[src/rtl/core/lcdr_pkg.sv]
package lcdr_pkg;

   localparam int DEF_ROWS = 4;
   localparam int DEF_COLUMNS = 16;
   localparam int DEF_UNLOCK_STROKES = 16;

   localparam int CSR_INDEX_W = 3;
   localparam int CSR_DATA_W = 32;

   localparam logic [CSR_INDEX_W-1:0] CSR_ENABLE_PULSE = 3'd0;
   localparam logic [CSR_INDEX_W-1:0] CSR_UNLOCK_PULSE = 3'd1;
   localparam logic [CSR_INDEX_W-1:0] CSR_COMMAND_SETTLE = 3'd2;
   localparam logic [CSR_INDEX_W-1:0] CSR_CLEAR_SETTLE = 3'd3;
   localparam logic [CSR_INDEX_W-1:0] CSR_POWER_WAIT = 3'd4;
   localparam logic [CSR_INDEX_W-1:0] CSR_ROW_BASE = 3'd5;
   localparam logic [CSR_INDEX_W-1:0] CSR_BACKLIGHT = 3'd6;

   localparam logic [15:0] RST_ENABLE_PULSE = 16'd150;
   localparam logic [15:0] RST_UNLOCK_PULSE = 16'd1000;
   localparam logic [15:0] RST_COMMAND_SETTLE = 16'd1500;
   localparam logic [15:0] RST_CLEAR_SETTLE = 16'd3000;
   localparam logic [23:0] RST_POWER_WAIT = 24'd2000000;
   localparam logic [31:0] RST_ROW_BASE = 32'd3499147392;
   localparam logic [15:0] RST_BACKLIGHT = 16'd60;

   localparam logic [7:0] CHAR_SPACE = 8'h20;
   localparam logic [7:0] CHAR_HASH = 8'h23;

   localparam logic [7:0] CMD_FUNCTION = 8'h28;
   localparam logic [7:0] CMD_SHIFT = 8'h14;
   localparam logic [7:0] CMD_CLEAR = 8'h01;
   localparam logic [7:0] CMD_HOME = 8'h02;
   localparam logic [7:0] CMD_ENTRY = 8'h06;
   localparam logic [7:0] CMD_DISPLAY = 8'h0C;

   localparam logic OP_TICK = 1'b0;
   localparam logic OP_WRITE = 1'b1;

   typedef struct packed {
      logic        register_select;
      logic        read_write;
      logic        enable_pin;
      logic [3:0]  data_nibble;
      logic        power_on;
      logic [15:0] backlight;
      logic        initialized;
   } result_type;

endpackage

[src/rtl/core/lcdr_screen_mem.sv]
module lcdr_screen_mem #(
   parameter int CELLS = 64,
   parameter int IDX_W = 6
) (
   input  logic             clock,
   input  logic             reset,
   input  logic [IDX_W-1:0] rd_idx,
   input  logic             hw_en,
   input  logic [IDX_W-1:0] hw_idx,
   input  logic [7:0]       hw_data,
   input  logic             fill_en,
   input  logic [7:0]       fill_data,
   input  logic             sw_en,
   input  logic [IDX_W-1:0] sw_idx,
   input  logic [7:0]       sw_data,
   output logic [7:0]       buf_cur,
   output logic [7:0]       buf_succ,
   output logic [7:0]       shown_cur
);
   import lcdr_pkg::*;

   // Buffer entries whose flag is set read as the fill value; shadow entries as spaces.
   logic [7:0] buf_mem [CELLS];
   logic [7:0] shown_mem [CELLS];
   logic [CELLS-1:0] bflag_ff;
   logic [CELLS-1:0] sflag_ff;
   logic [7:0] fill_ff;
   logic [IDX_W-1:0] ra_ff;
   logic [7:0] bufa_ff, bufb_ff, shd_ff;
   logic [IDX_W-1:0] rd_succ, ra_succ;

   function automatic logic [IDX_W-1:0] succ(input logic [IDX_W-1:0] i);
      succ = (i == IDX_W'(CELLS - 1)) ? '0 : i + 1'b1;
   endfunction

   assign rd_succ = succ(rd_idx);
   assign ra_succ = succ(ra_ff);

   always_ff @(posedge clock) begin
      if (hw_en) begin
         buf_mem[hw_idx] <= hw_data;
      end
      if (sw_en) begin
         shown_mem[sw_idx] <= sw_data;
      end
      bufa_ff <= (hw_en && hw_idx == rd_idx) ? hw_data : buf_mem[rd_idx];
      bufb_ff <= (hw_en && hw_idx == rd_succ) ? hw_data : buf_mem[rd_succ];
      shd_ff <= (sw_en && sw_idx == rd_idx) ? sw_data : shown_mem[rd_idx];
   end

   always_ff @(posedge clock) begin
      if (reset) begin
         bflag_ff <= '1;
         sflag_ff <= '1;
         fill_ff <= CHAR_SPACE;
         ra_ff <= '0;
      end else begin
         ra_ff <= rd_idx;
         if (fill_en) begin
            bflag_ff <= '1;
            fill_ff <= fill_data;
         end else if (hw_en) begin
            bflag_ff[hw_idx] <= 1'b0;
         end
         if (sw_en) begin
            sflag_ff[sw_idx] <= 1'b0;
         end
      end
   end

   assign buf_cur = bflag_ff[ra_ff] ? fill_ff : bufa_ff;
   assign buf_succ = bflag_ff[ra_succ] ? fill_ff : bufb_ff;
   assign shown_cur = sflag_ff[ra_ff] ? CHAR_SPACE : shd_ff;

endmodule

[src/rtl/core/lcdr_sequencer.sv]
module lcdr_sequencer #(
   parameter int ROWS = 4,
   parameter int COLUMNS = 16,
   parameter int UNLOCK_STROKES = 16,
   parameter int CELLS = 64,
   parameter int IDX_W = 6
) (
   input  logic                             clock,
   input  logic                             reset,
   input  logic                             csr_write_enable,
   input  logic [lcdr_pkg::CSR_INDEX_W-1:0] csr_index,
   input  logic [lcdr_pkg::CSR_DATA_W-1:0]  csr_write_data,
   input  logic                             accept,
   input  logic                             operation,
   input  logic [1:0]                       row,
   input  logic [3:0]                       column,
   input  logic [7:0]                       character,
   input  logic [7:0]                       buf_cur,
   input  logic [7:0]                       buf_succ,
   input  logic [7:0]                       shown_cur,
   output logic [IDX_W-1:0]                 rd_idx,
   output logic                             hw_en,
   output logic [IDX_W-1:0]                 hw_idx,
   output logic [7:0]                       hw_data,
   output logic                             fill_en,
   output logic [7:0]                       fill_data,
   output logic                             sw_en,
   output logic [IDX_W-1:0]                 sw_idx,
   output logic [7:0]                       sw_data,
   output lcdr_pkg::result_type             result
);
   import lcdr_pkg::*;

   localparam int COL_W = (COLUMNS > 1) ? $clog2(COLUMNS) : 1;
   localparam int UNL_W = $clog2(UNLOCK_STROKES + 1);
   localparam int STEP_W = $clog2(2 * CELLS + 2);

   localparam logic [3:0] PH_POWER_OFF = 4'd0;
   localparam logic [3:0] PH_UNLOCK_HI = 4'd1;
   localparam logic [3:0] PH_UNLOCK_LO = 4'd2;
   localparam logic [3:0] PH_POWER_ON = 4'd3;
   localparam logic [3:0] PH_FUNCTION = 4'd4;
   localparam logic [3:0] PH_SHIFT = 4'd5;
   localparam logic [3:0] PH_CLEAR = 4'd6;
   localparam logic [3:0] PH_HOME = 4'd7;
   localparam logic [3:0] PH_ENTRY = 4'd8;
   localparam logic [3:0] PH_DISPLAY = 4'd9;
   localparam logic [3:0] PH_FILL = 4'd10;
   localparam logic [3:0] PH_WINDOW = 4'd11;
   localparam logic [3:0] PH_PASS = 4'd12;
   localparam logic [3:0] PH_FINAL = 4'd13;

   localparam logic [1:0] NIB_SPLIT = 2'd0;
   localparam logic [1:0] NIB_HIGH = 2'd1;
   localparam logic [1:0] NIB_LOW = 2'd2;

   localparam logic [1:0] STB_SETUP = 2'd0;
   localparam logic [1:0] STB_RISE = 2'd1;
   localparam logic [1:0] STB_FALL = 2'd2;
   localparam logic [1:0] STB_END = 2'd3;

   logic [15:0] enable_pulse_ff, unlock_pulse_ff, command_settle_ff, clear_settle_ff;
   logic [23:0] power_wait_ff;
   logic [31:0] row_base_ff;
   logic [15:0] backlight_level_ff;

   logic [3:0] phase_ff, phase_in;
   logic [UNL_W-1:0] unlock_ff, unlock_in;
   logic [1:0] pass_ff, pass_in;
   logic toggle_ff, toggle_in;
   logic [STEP_W-1:0] step_ff, step_in;
   logic [31:0] delay_count_ff, delay_count_in;
   logic delay_active_ff, delay_active_in;
   logic [15:0] scount_ff, scount_in;
   logic sact_ff, sact_in;
   logic [1:0] nib_ff, nib_in;
   logic [1:0] sstep_ff, sstep_in;
   logic [7:0] held_ff, held_in;
   logic byte_done_ff, byte_done_in;
   logic sending_ff, sending_in;
   logic pending_ff, pending_in;
   logic [1:0] crow_ff, crow_in;
   logic [COL_W-1:0] ccol_ff, ccol_in;
   logic [7:0] pins_ff, pins_in;
   logic init_ff, init_in;
   logic [15:0] backlight_ff, backlight_in;

   logic tick;
   logic hit_enable, hit_unlock, hit_command, hit_clear, hit_power;
   logic do_wait, wait_hit, do_send, send_rs, do_refresh, advanced, cmd_hit;
   logic [7:0] send_val, position, base_byte, cmd_code;
   logic [3:0] nibble;

   function automatic logic [IDX_W-1:0] cell_index(input logic [1:0] r,
                                                   input logic [COL_W-1:0] c);
      cell_index = IDX_W'(IDX_W'(r) * IDX_W'(COLUMNS) + IDX_W'(c));
   endfunction

   always_ff @(posedge clock) begin
      if (reset) begin
         enable_pulse_ff <= RST_ENABLE_PULSE;
         unlock_pulse_ff <= RST_UNLOCK_PULSE;
         command_settle_ff <= RST_COMMAND_SETTLE;
         clear_settle_ff <= RST_CLEAR_SETTLE;
         power_wait_ff <= RST_POWER_WAIT;
         row_base_ff <= RST_ROW_BASE;
         backlight_level_ff <= RST_BACKLIGHT;
      end else if (csr_write_enable) begin
         case (csr_index)
            CSR_ENABLE_PULSE: enable_pulse_ff <= csr_write_data[15:0];
            CSR_UNLOCK_PULSE: unlock_pulse_ff <= csr_write_data[15:0];
            CSR_COMMAND_SETTLE: command_settle_ff <= csr_write_data[15:0];
            CSR_CLEAR_SETTLE: clear_settle_ff <= csr_write_data[15:0];
            CSR_POWER_WAIT: power_wait_ff <= csr_write_data[23:0];
            CSR_ROW_BASE: row_base_ff <= csr_write_data;
            CSR_BACKLIGHT: backlight_level_ff <= csr_write_data[15:0];
            default: ;
         endcase
      end
   end

   assign tick = accept && (operation == OP_TICK);
   assign hit_enable = delay_count_ff >= 32'(enable_pulse_ff);
   assign hit_unlock = delay_count_ff >= 32'(unlock_pulse_ff);
   assign hit_command = delay_count_ff >= 32'(command_settle_ff);
   assign hit_clear = delay_count_ff >= 32'(clear_settle_ff);
   assign hit_power = delay_count_ff >= 32'(power_wait_ff);

   always_comb begin
      case (crow_ff)
         2'd0: base_byte = row_base_ff[7:0];
         2'd1: base_byte = row_base_ff[15:8];
         2'd2: base_byte = row_base_ff[23:16];
         default: base_byte = row_base_ff[31:24];
      endcase
      case (phase_ff)
         PH_FUNCTION: begin cmd_code = CMD_FUNCTION; cmd_hit = hit_command; end
         PH_SHIFT: begin cmd_code = CMD_SHIFT; cmd_hit = hit_command; end
         PH_CLEAR: begin cmd_code = CMD_CLEAR; cmd_hit = hit_clear; end
         PH_HOME: begin cmd_code = CMD_HOME; cmd_hit = hit_clear; end
         PH_ENTRY: begin cmd_code = CMD_ENTRY; cmd_hit = hit_command; end
         default: begin cmd_code = CMD_DISPLAY; cmd_hit = hit_command; end
      endcase
   end

   always_comb begin
      phase_in = phase_ff;
      unlock_in = unlock_ff;
      pass_in = pass_ff;
      toggle_in = toggle_ff;
      step_in = step_ff;
      delay_count_in = delay_count_ff;
      delay_active_in = delay_active_ff;
      scount_in = scount_ff;
      sact_in = sact_ff;
      nib_in = nib_ff;
      sstep_in = sstep_ff;
      held_in = held_ff;
      byte_done_in = byte_done_ff;
      sending_in = sending_ff;
      pending_in = pending_ff;
      crow_in = crow_ff;
      ccol_in = ccol_ff;
      pins_in = pins_ff;
      init_in = init_ff;
      backlight_in = backlight_ff;
      do_wait = 1'b0;
      wait_hit = 1'b0;
      do_send = 1'b0;
      send_rs = 1'b0;
      send_val = '0;
      do_refresh = 1'b0;
      advanced = 1'b0;
      position = '0;
      nibble = '0;
      fill_en = 1'b0;
      sw_en = 1'b0;

      if (tick) begin
         if (init_ff) begin
            do_refresh = 1'b1;
         end else begin
            backlight_in = '0;
            case (phase_ff)
               PH_POWER_OFF: begin
                  pins_in[7] = 1'b0;
                  do_wait = 1'b1;
                  wait_hit = hit_power;
                  if (hit_power) begin
                     phase_in = PH_UNLOCK_HI;
                  end
               end
               PH_UNLOCK_HI: begin
                  pins_in = {pins_ff[7], 7'b0000100};
                  do_wait = 1'b1;
                  wait_hit = hit_unlock;
                  if (hit_unlock) begin
                     phase_in = PH_UNLOCK_LO;
                  end
               end
               PH_UNLOCK_LO: begin
                  pins_in = {pins_ff[7], 7'b0};
                  do_wait = 1'b1;
                  wait_hit = hit_unlock;
                  if (hit_unlock) begin
                     if (unlock_ff + 1'b1 < UNL_W'(UNLOCK_STROKES)) begin
                        unlock_in = unlock_ff + 1'b1;
                        phase_in = PH_UNLOCK_HI;
                     end else begin
                        unlock_in = '0;
                        phase_in = PH_POWER_ON;
                     end
                  end
               end
               PH_POWER_ON: begin
                  pins_in[7] = 1'b1;
                  do_wait = 1'b1;
                  wait_hit = hit_power;
                  if (hit_power) begin
                     phase_in = PH_FUNCTION;
                  end
               end
               PH_FUNCTION, PH_SHIFT, PH_CLEAR, PH_HOME, PH_ENTRY, PH_DISPLAY: begin
                  if (byte_done_ff) begin
                     do_wait = 1'b1;
                     wait_hit = cmd_hit;
                     if (cmd_hit) begin
                        phase_in = phase_ff + 1'b1;
                        byte_done_in = 1'b0;
                     end
                  end else begin
                     do_send = 1'b1;
                     send_val = cmd_code;
                  end
               end
               PH_FILL: begin
                  fill_en = 1'b1;
                  toggle_in = ~toggle_ff;
                  phase_in = PH_WINDOW;
               end
               PH_WINDOW: begin
                  delay_active_in = 1'b1;
                  if (hit_clear) begin
                     if (step_ff + 1'b1 > STEP_W'(2 * CELLS)) begin
                        phase_in = PH_PASS;
                        crow_in = '0;
                        ccol_in = '0;
                        step_in = '0;
                     end else begin
                        step_in = step_ff + 1'b1;
                     end
                  end else begin
                     do_refresh = 1'b1;
                  end
               end
               PH_PASS: begin
                  if (pass_ff != '0) begin
                     phase_in = PH_FINAL;
                     pass_in = '0;
                  end else begin
                     pass_in = pass_ff + 1'b1;
                     phase_in = PH_FUNCTION;
                  end
               end
               PH_FINAL: begin
                  do_wait = 1'b1;
                  wait_hit = hit_power;
                  if (hit_power) begin
                     phase_in = PH_POWER_OFF;
                     init_in = 1'b1;
                     sending_in = 1'b0;
                     backlight_in = backlight_level_ff;
                  end
               end
               default: phase_in = PH_POWER_OFF;
            endcase
         end

         if (do_refresh) begin
            if (shown_cur != buf_cur) begin
               pending_in = 1'b1;
               position = base_byte + 8'(ccol_ff);
            end else begin
               advanced = 1'b1;
               if (ccol_ff == COL_W'(COLUMNS - 1)) begin
                  ccol_in = '0;
                  crow_in = (crow_ff == 2'(ROWS - 1)) ? 2'd0 : crow_ff + 1'b1;
               end else begin
                  ccol_in = ccol_ff + 1'b1;
               end
            end
            if (pending_in) begin
               if (byte_done_ff) begin
                  do_wait = 1'b1;
                  wait_hit = hit_enable;
                  if (hit_enable) begin
                     byte_done_in = 1'b0;
                     sending_in = ~sending_ff;
                     if (sending_ff) begin
                        pending_in = 1'b0;
                        sw_en = 1'b1;
                     end
                  end
               end else begin
                  do_send = 1'b1;
                  send_rs = sending_ff;
                  send_val = sending_ff ? buf_cur : position;
               end
            end
         end

         if (do_send) begin
            if (nib_ff != NIB_HIGH && nib_ff != NIB_LOW) begin
               held_in = send_val;
               nib_in = NIB_HIGH;
            end else if (sstep_ff == STB_SETUP) begin
               nibble = (nib_ff == NIB_HIGH) ? held_ff[7:4] : held_ff[3:0];
               pins_in = {pins_ff[7], nibble, pins_ff[2], 1'b0, send_rs};
               sstep_in = STB_RISE;
               scount_in = '0;
               sact_in = 1'b1;
            end else if (scount_ff >= enable_pulse_ff) begin
               scount_in = '0;
               case (sstep_ff)
                  STB_RISE: begin
                     pins_in[2] = 1'b1;
                     sstep_in = STB_FALL;
                  end
                  STB_FALL: begin
                     pins_in[2] = 1'b0;
                     sstep_in = STB_END;
                  end
                  default: begin
                     sact_in = 1'b0;
                     sstep_in = STB_SETUP;
                     if (nib_ff == NIB_HIGH) begin
                        nib_in = NIB_LOW;
                        byte_done_in = 1'b0;
                     end else begin
                        nib_in = NIB_SPLIT;
                        byte_done_in = 1'b1;
                     end
                  end
               endcase
            end
         end

         if (do_wait) begin
            delay_active_in = ~wait_hit;
            if (wait_hit) begin
               delay_count_in = '0;
            end
         end
         if (delay_active_in) begin
            delay_count_in = delay_count_in + 1'b1;
         end
         if (sact_in) begin
            scount_in = scount_in + 1'b1;
         end
      end
   end

   always_ff @(posedge clock) begin
      if (reset) begin
         phase_ff <= PH_POWER_OFF;
         unlock_ff <= '0;
         pass_ff <= '0;
         toggle_ff <= 1'b0;
         step_ff <= '0;
         delay_count_ff <= '0;
         delay_active_ff <= 1'b0;
         scount_ff <= '0;
         sact_ff <= 1'b0;
         nib_ff <= NIB_SPLIT;
         sstep_ff <= STB_SETUP;
         held_ff <= '0;
         byte_done_ff <= 1'b0;
         sending_ff <= 1'b0;
         pending_ff <= 1'b0;
         crow_ff <= '0;
         ccol_ff <= '0;
         pins_ff <= '0;
         init_ff <= 1'b0;
         backlight_ff <= '0;
      end else begin
         phase_ff <= phase_in;
         unlock_ff <= unlock_in;
         pass_ff <= pass_in;
         toggle_ff <= toggle_in;
         step_ff <= step_in;
         delay_count_ff <= delay_count_in;
         delay_active_ff <= delay_active_in;
         scount_ff <= scount_in;
         sact_ff <= sact_in;
         nib_ff <= nib_in;
         sstep_ff <= sstep_in;
         held_ff <= held_in;
         byte_done_ff <= byte_done_in;
         sending_ff <= sending_in;
         pending_ff <= pending_in;
         crow_ff <= crow_in;
         ccol_ff <= ccol_in;
         pins_ff <= pins_in;
         init_ff <= init_in;
         backlight_ff <= backlight_in;
      end
   end

   assign rd_idx = cell_index(crow_in, ccol_in);
   assign sw_idx = rd_idx;
   assign sw_data = advanced ? buf_succ : buf_cur;
   assign fill_data = toggle_ff ? CHAR_SPACE : CHAR_HASH;
   assign hw_en = accept && (operation == OP_WRITE) && (32'(row) < ROWS)
                  && (32'(column) < COLUMNS);
   assign hw_idx = IDX_W'(IDX_W'(row) * IDX_W'(COLUMNS) + IDX_W'(column));
   assign hw_data = character;

   assign result.register_select = pins_in[0];
   assign result.read_write = 1'b0;
   assign result.enable_pin = pins_in[2];
   assign result.data_nibble = pins_in[6:3];
   assign result.power_on = pins_in[7];
   assign result.backlight = backlight_in;
   assign result.initialized = init_in;

endmodule

[src/rtl/core/lcdr_out_skid.sv]
module lcdr_out_skid (
   input  logic                 clock,
   input  logic                 reset,
   input  logic                 in_valid,
   output logic                 in_ready,
   input  lcdr_pkg::result_type in_data,
   output logic                 out_valid,
   input  logic                 out_ready,
   output lcdr_pkg::result_type out_data
);
   import lcdr_pkg::*;

   logic out_valid_ff, skid_valid_ff;
   result_type out_ff, skid_ff;
   logic accept;

   assign in_ready = ~skid_valid_ff;
   assign accept = in_valid && in_ready;

   always_ff @(posedge clock) begin
      if (reset) begin
         out_valid_ff <= 1'b0;
         skid_valid_ff <= 1'b0;
      end else if (!out_valid_ff || out_ready) begin
         if (skid_valid_ff) begin
            skid_valid_ff <= 1'b0;
            out_valid_ff <= 1'b1;
         end else begin
            out_valid_ff <= accept;
         end
      end else if (accept) begin
         skid_valid_ff <= 1'b1;
      end
   end

   always_ff @(posedge clock) begin
      if (!out_valid_ff || out_ready) begin
         out_ff <= skid_valid_ff ? skid_ff : in_data;
      end else if (accept) begin
         skid_ff <= in_data;
      end
   end

   assign out_valid = out_valid_ff;
   assign out_data = out_ff;

endmodule

[src/rtl/core/char_lcd_4bit_refresh_controller.sv]
// Channel   Direction  Handshake              Payload
// req_      in         req_valid/req_ready    operation, row, column, character
// rsp_      out        rsp_valid/rsp_ready    LCD pin levels, backlight, initialized
// csr_      in         csr_write_enable       csr_index, csr_write_data
//
// One item is accepted per clock while req_ready is high; its result is registered in
// the output register, or held in the one-entry skid stage while the result side stalls.
// The buffer and shadow screens live in two memories with a registered read, read
// ahead at the next cursor cell with write forwarding. Reset is synchronous and marks
// both screens as blank through per-cell flags, so no clearing pass is needed.
// A stalled result side holds one further item in the skid stage, then stops req_ready.
module char_lcd_4bit_refresh_controller #(
   parameter int ROWS = lcdr_pkg::DEF_ROWS,
   parameter int COLUMNS = lcdr_pkg::DEF_COLUMNS,
   parameter int UNLOCK_STROKES = lcdr_pkg::DEF_UNLOCK_STROKES
) (
   input  logic                             clock,
   input  logic                             reset,
   input  logic                             csr_write_enable,
   input  logic [lcdr_pkg::CSR_INDEX_W-1:0] csr_index,
   input  logic [lcdr_pkg::CSR_DATA_W-1:0]  csr_write_data,
   input  logic                             req_valid,
   output logic                             req_ready,
   input  logic                             req_operation,
   input  logic [1:0]                       req_row,
   input  logic [3:0]                       req_column,
   input  logic [7:0]                       req_character,
   output logic                             rsp_valid,
   input  logic                             rsp_ready,
   output logic                             rsp_register_select,
   output logic                             rsp_read_write,
   output logic                             rsp_enable_pin,
   output logic [3:0]                       rsp_data_nibble,
   output logic                             rsp_power_on,
   output logic [15:0]                      rsp_backlight,
   output logic                             rsp_initialized
);
   import lcdr_pkg::*;

   localparam int CELLS = ROWS * COLUMNS;
   localparam int IDX_W = (CELLS > 1) ? $clog2(CELLS) : 1;

   logic accept;
   logic [IDX_W-1:0] rd_idx, hw_idx, sw_idx;
   logic hw_en, fill_en, sw_en;
   logic [7:0] hw_data, fill_data, sw_data, buf_cur, buf_succ, shown_cur;
   result_type result, rsp_data;

   assign accept = req_valid && req_ready;

   lcdr_sequencer #(
      .ROWS(ROWS),
      .COLUMNS(COLUMNS),
      .UNLOCK_STROKES(UNLOCK_STROKES),
      .CELLS(CELLS),
      .IDX_W(IDX_W)
   ) u_seq (
      .clock(clock),
      .reset(reset),
      .csr_write_enable(csr_write_enable),
      .csr_index(csr_index),
      .csr_write_data(csr_write_data),
      .accept(accept),
      .operation(req_operation),
      .row(req_row),
      .column(req_column),
      .character(req_character),
      .buf_cur(buf_cur),
      .buf_succ(buf_succ),
      .shown_cur(shown_cur),
      .rd_idx(rd_idx),
      .hw_en(hw_en),
      .hw_idx(hw_idx),
      .hw_data(hw_data),
      .fill_en(fill_en),
      .fill_data(fill_data),
      .sw_en(sw_en),
      .sw_idx(sw_idx),
      .sw_data(sw_data),
      .result(result)
   );

   lcdr_screen_mem #(
      .CELLS(CELLS),
      .IDX_W(IDX_W)
   ) u_mem (
      .clock(clock),
      .reset(reset),
      .rd_idx(rd_idx),
      .hw_en(hw_en),
      .hw_idx(hw_idx),
      .hw_data(hw_data),
      .fill_en(fill_en),
      .fill_data(fill_data),
      .sw_en(sw_en),
      .sw_idx(sw_idx),
      .sw_data(sw_data),
      .buf_cur(buf_cur),
      .buf_succ(buf_succ),
      .shown_cur(shown_cur)
   );

   lcdr_out_skid u_out (
      .clock(clock),
      .reset(reset),
      .in_valid(req_valid),
      .in_ready(req_ready),
      .in_data(result),
      .out_valid(rsp_valid),
      .out_ready(rsp_ready),
      .out_data(rsp_data)
   );

   assign rsp_register_select = rsp_data.register_select;
   assign rsp_read_write = rsp_data.read_write;
   assign rsp_enable_pin = rsp_data.enable_pin;
   assign rsp_data_nibble = rsp_data.data_nibble;
   assign rsp_power_on = rsp_data.power_on;
   assign rsp_backlight = rsp_data.backlight;
   assign rsp_initialized = rsp_data.initialized;

endmodule
[config.mk]
export PLATFORM = sky130hd
export DESIGN_NAME = char_lcd_4bit_refresh_controller
export DESIGN_NICKNAME = d
export VERILOG_FILES = /design/src/rtl/core/lcdr_pkg.sv /design/src/rtl/core/lcdr_screen_mem.sv /design/src/rtl/core/lcdr_sequencer.sv /design/src/rtl/core/lcdr_out_skid.sv /design/src/rtl/core/char_lcd_4bit_refresh_controller.sv
export SDC_FILE = /design/constraint.sdc
export NUM_CORES = 2
export LEC_CHECK = 0
export BUFFER_PORTS_ARGS = -buffer_cell sky130_fd_sc_hd__buf_2
export CORE_UTILIZATION = 50
export CTS_CLUSTER_DIAMETER = 120
export DETAILED_ROUTE_END_ITERATION = 10
export PLACE_DENSITY = 0.75
export SYNTH_ARGS = -nofsm -noshare
export SYNTH_HDL_FRONTEND = slang
export SYNTH_SLANG_ARGS = --single-unit
[constraint.sdc]
create_clock -name clock -period 15.4 [get_ports clock]
set_clock_uncertainty 0.15 [all_clocks]
set_input_delay 3.08 -clock clock [delete_from_list [all_inputs] [get_ports clock]]
set_output_delay 3.08 -clock clock [all_outputs]
set_load 0.01 [all_outputs]
==> results by group <==
Floorplanning
  • FP Rows: 132
  • Die Height: 365.3 um
  • Die Wd: 365.3 um
  • Core area: 130300 sq um
  • Ports: 82
  • Initial Util: 0.5065
  • Full die area: 133500 sq um

Clock network
  • Clk slew on worst S/H paths: 0.06 ns
  • Post-CTS Resized: 0
  • Postcts setup bufs: 0
  • Worst skew pair latency: 0.80 ns
  • Inserted Clock Buffers: 151
  • Root Driver: clkbuf_16
  • H-tree Lvls: 4
  • Hold buffer count at cts: 0
  • Clock sinks: 1464
  • Clk buf depth: 3
  • CTS tree: done

Pwr
  • Logic pwr share: 0.018
  • Reg power frac: 0.532
  • Psw: 1720 uW
  • Power density cells: 109.5 nW/um^2
  • Switching share of power: 0.2163
  • Int Power: 6234 uW
  • Leakage: 0.02347 uW
  • Clock Power Share: 0.450
  • Worst vdd ir: 85.37 uV

Logic synthesis
  • Post-synth EDFFs: 1072
  • Post-Syn Nets: 4873
  • Simple-gate area share of the yosys netlist: 0.08386
  • Synth Area in Adders: 0.02438
  • #FFs+latches synth: 1464
  • Post-Syn Area: 66000 sq um
  • Mapped Cells: 4690
  • Netlist cell types: 101
  • Register area share after synthesis: 0.6066
  • Largest family of logic cells by synthesized area: multiplexers
  • Syn_area_per_cell: 14.07 sq um
  • Ys async rst share: 0
  • Post-synthesis compound-gate area fraction: 0.07916
  • Mux share of post-synthesis cell area: 0.1740
  • Synth Area in XOR/XNOR: 0.004114
  • Yosys warns: 0
  • Main synth FF type: edfxtp_1

Worst hold path
  • Hold path cells: 2
  • Type of the worst min-delay path: flop to flop

STA
  • Min Tclk post-route: 8.854 ns
  • Worst slew margin: 0.09632
  • Period Utilization, post-route: 0.5750
  • Max-slew violation count: 0
  • Highest clock rate: 0.1129 GHz
  • Setup TNS: 0 ns
  • Worst-margin pin slew: 1.351 ns
  • Final Hold Vio Count: 0
  • # setup viols final: 0
  • RSZ-0062 raised after global routing: no

Route
  • Via Count: 43.44k
  • Initial DRT Pass Iterations: 10
  • Post-route ant nets: 0
  • Post-DR vias/cell: 6.630
  • Final wirelength: 187600 um
  • Initial DRC Count: 6159
  • Avg WL per Cell: 28.64 um
  • DRC Markers: 0

GRT
  • Grt ovf: 0
  • Initial antenna violation count: 12
  • Vias in the first global route: 41.14k
  • First-pass GRT wire length: 273100 um
  • Total GRT Usage: 0.2791
  • Largest net degree at the start of global routing: 152

Placement
  • Dpl cell area: 67880 sq um
  • Placed Cells incl. Taps: 6278
  • GP Congestion: 0.9835
  • Post-DP HPWL: 118400 um
  • PortBufs: 80

Finish
  • # fillers: 10.03k
  • Layout area overhead: 10.11%
  • Share of post-route cells with drive strength above 1: 0.1876
  • Fin cells: 6552
  • Post-route cell area: 72670 sq um
  • # nets final: 4872

Worst setup path
  • CP max FO: 78
  • Worst EP required: 15.67 ns
  • R2R depth: 16
  • Startpoint types: flop
  • CP Capture Type: flop
  • CP Class: flop to flop
  • WP data arrival: 9.13 ns

Run
  • Maxcap violations: 0

Outcome
  • Outcome: finished, final reports clean
[cell usage after synthesis, types with 56 or more instances]
master	number	area (sq um)
mux4_2	430	9684
edfxtp_1	1072	32190
nand2_1	518	1944
o211ai_1	56	420.4
dfxtp_1	392	7848
inv_1	117	439.2
o21ai_0	159	795.8
clkbuf_1	181	679.4
nor2_1	317	1190
a22oi_1	81	608.1
ha_1	127	1589
nand3_1	71	355.3
a21oi_1	304	1521
mux2i_1	127	1271
[per-stage QoR]
stage / util / worst slack (ns) / power [uW] / hold slack (ns)
floorplan: - / 8.490 / 4379 / 0.2838
global placement: 0.5209 / 6.816 / 4448 / 0.2914
detailed placement: 0.5209 / 6.740 / 4453 / 0.2965
CTS: 0.5577 / 6.694 / 7975 / 0.3041
global route: 0.5577 / 6.314 / 8129 / 0.3215
finish: 0.5577 / 6.546 / 7955 / 0.3039
[state kept, by name, summed over array words and instances (netlist names), 3 cells and up, named ones only]
signal,cells
u_seq.enable_pulse_ff,16
u_seq.delay_count_ff,32
u_out.out_data,24
u_seq.backlight_ff,16
u_seq.power_wait_ff,24
u_mem.shown_mem,512
u_seq.ccol_ff,3
u_seq.backlight_level_ff,16
u_seq.held_ff,8
u_seq.step_ff,8
u_seq.clear_settle_ff,16
u_seq.scount_ff,16
u_mem.sflag_ff,64
u_seq.command_settle_ff,16
u_seq.unlock_pulse_ff,16
u_seq.pins_ff,7
u_mem.bflag_ff,64
u_out.skid_ff,24
u_seq.phase_ff,4
u_mem.buf_mem,512
u_seq.unlock_ff,4
u_seq.row_base_ff,32
[area by class of cell]
class                   count  area, sq um  area share
diodes                      1        2.502  0.00003443
clock buffers             190         3949     0.05434
multi-input cells        2805        24260      0.3338
flip-flops and latches   1464        40060      0.5513
clock inverters            83        838.3     0.01154
inverters                 123        464.2    0.006387
well taps                1742         2180     0.02999
repair buffers            144        914.6     0.01259
[logic make-up (layout without fill, tap and decap cells)]
family	after synthesis	in the layout
mux	604	604
flops	1464	1464
xor+xnor	31	31
compound gates	834	834
fa+ha+maj	128	128
simple gates	1207	1207
buf+inv	421	540
other cells	1	2
[final timing paths]
kind,from,to,slack (ns)
max,flop,u_mem.shown_mem[21][2],6.55
min reg2reg,u_seq.command_settle_ff[1],u_seq.command_settle_ff[1],0.30
min,u_seq.command_settle_ff[1],u_seq.command_settle_ff[1],0.30
max reg2reg,flop,u_mem.shown_mem[21][2],6.55
[metal layers]
metal	track usage	share of wire	vias to the layer above
li1	-	-	18120
met1	0.3767	0.37	21700
met2	0.4317	0.46	3043
met3	0.06473	0.12	569
met4	0.1265	0.050	4
met5	0	0.00011	-
[critical path, stage by stage, from the launching register on]
cell       delay (ns)
dfxtp_4          0.80
buf_4            0.75
buf_12           0.53
mux4_2           0.59
and2_1           0.17
a2111oi_0        0.91
a311o_1          0.38
o31a_1           0.39
nand4_1          0.14
a21oi_1          0.21
o22ai_2          0.25
nor4_4           0.26
buf_4            0.37
mux2i_2          0.55
and2_4           0.28
nand3_1          0.70
nor2_1           0.89
[power groups by stage]
stage               combinational, uW  sequential, uW  clock [uW]
floorplan                        65.5            4310           0
global placement                  135            4310           0
detailed placement                139            4310           0
CTS                               139            4230        3610
global route                      152            4230        3750
finish                            143            4230        3580
[placed cells by master, fill, tap and decap left out, types with 81 or more instances in the layout]
master	n
dfxtp_1	382
clkbuf_16	151
inv_1	117
ha_1	127
edfxtp_1	1072
mux2i_1	125
nor2_1	314
a22oi_1	81
a21oi_1	298
nand2_1	518
mux4_2	430
o21ai_0	159
Power figures use the tool's default switching activity.
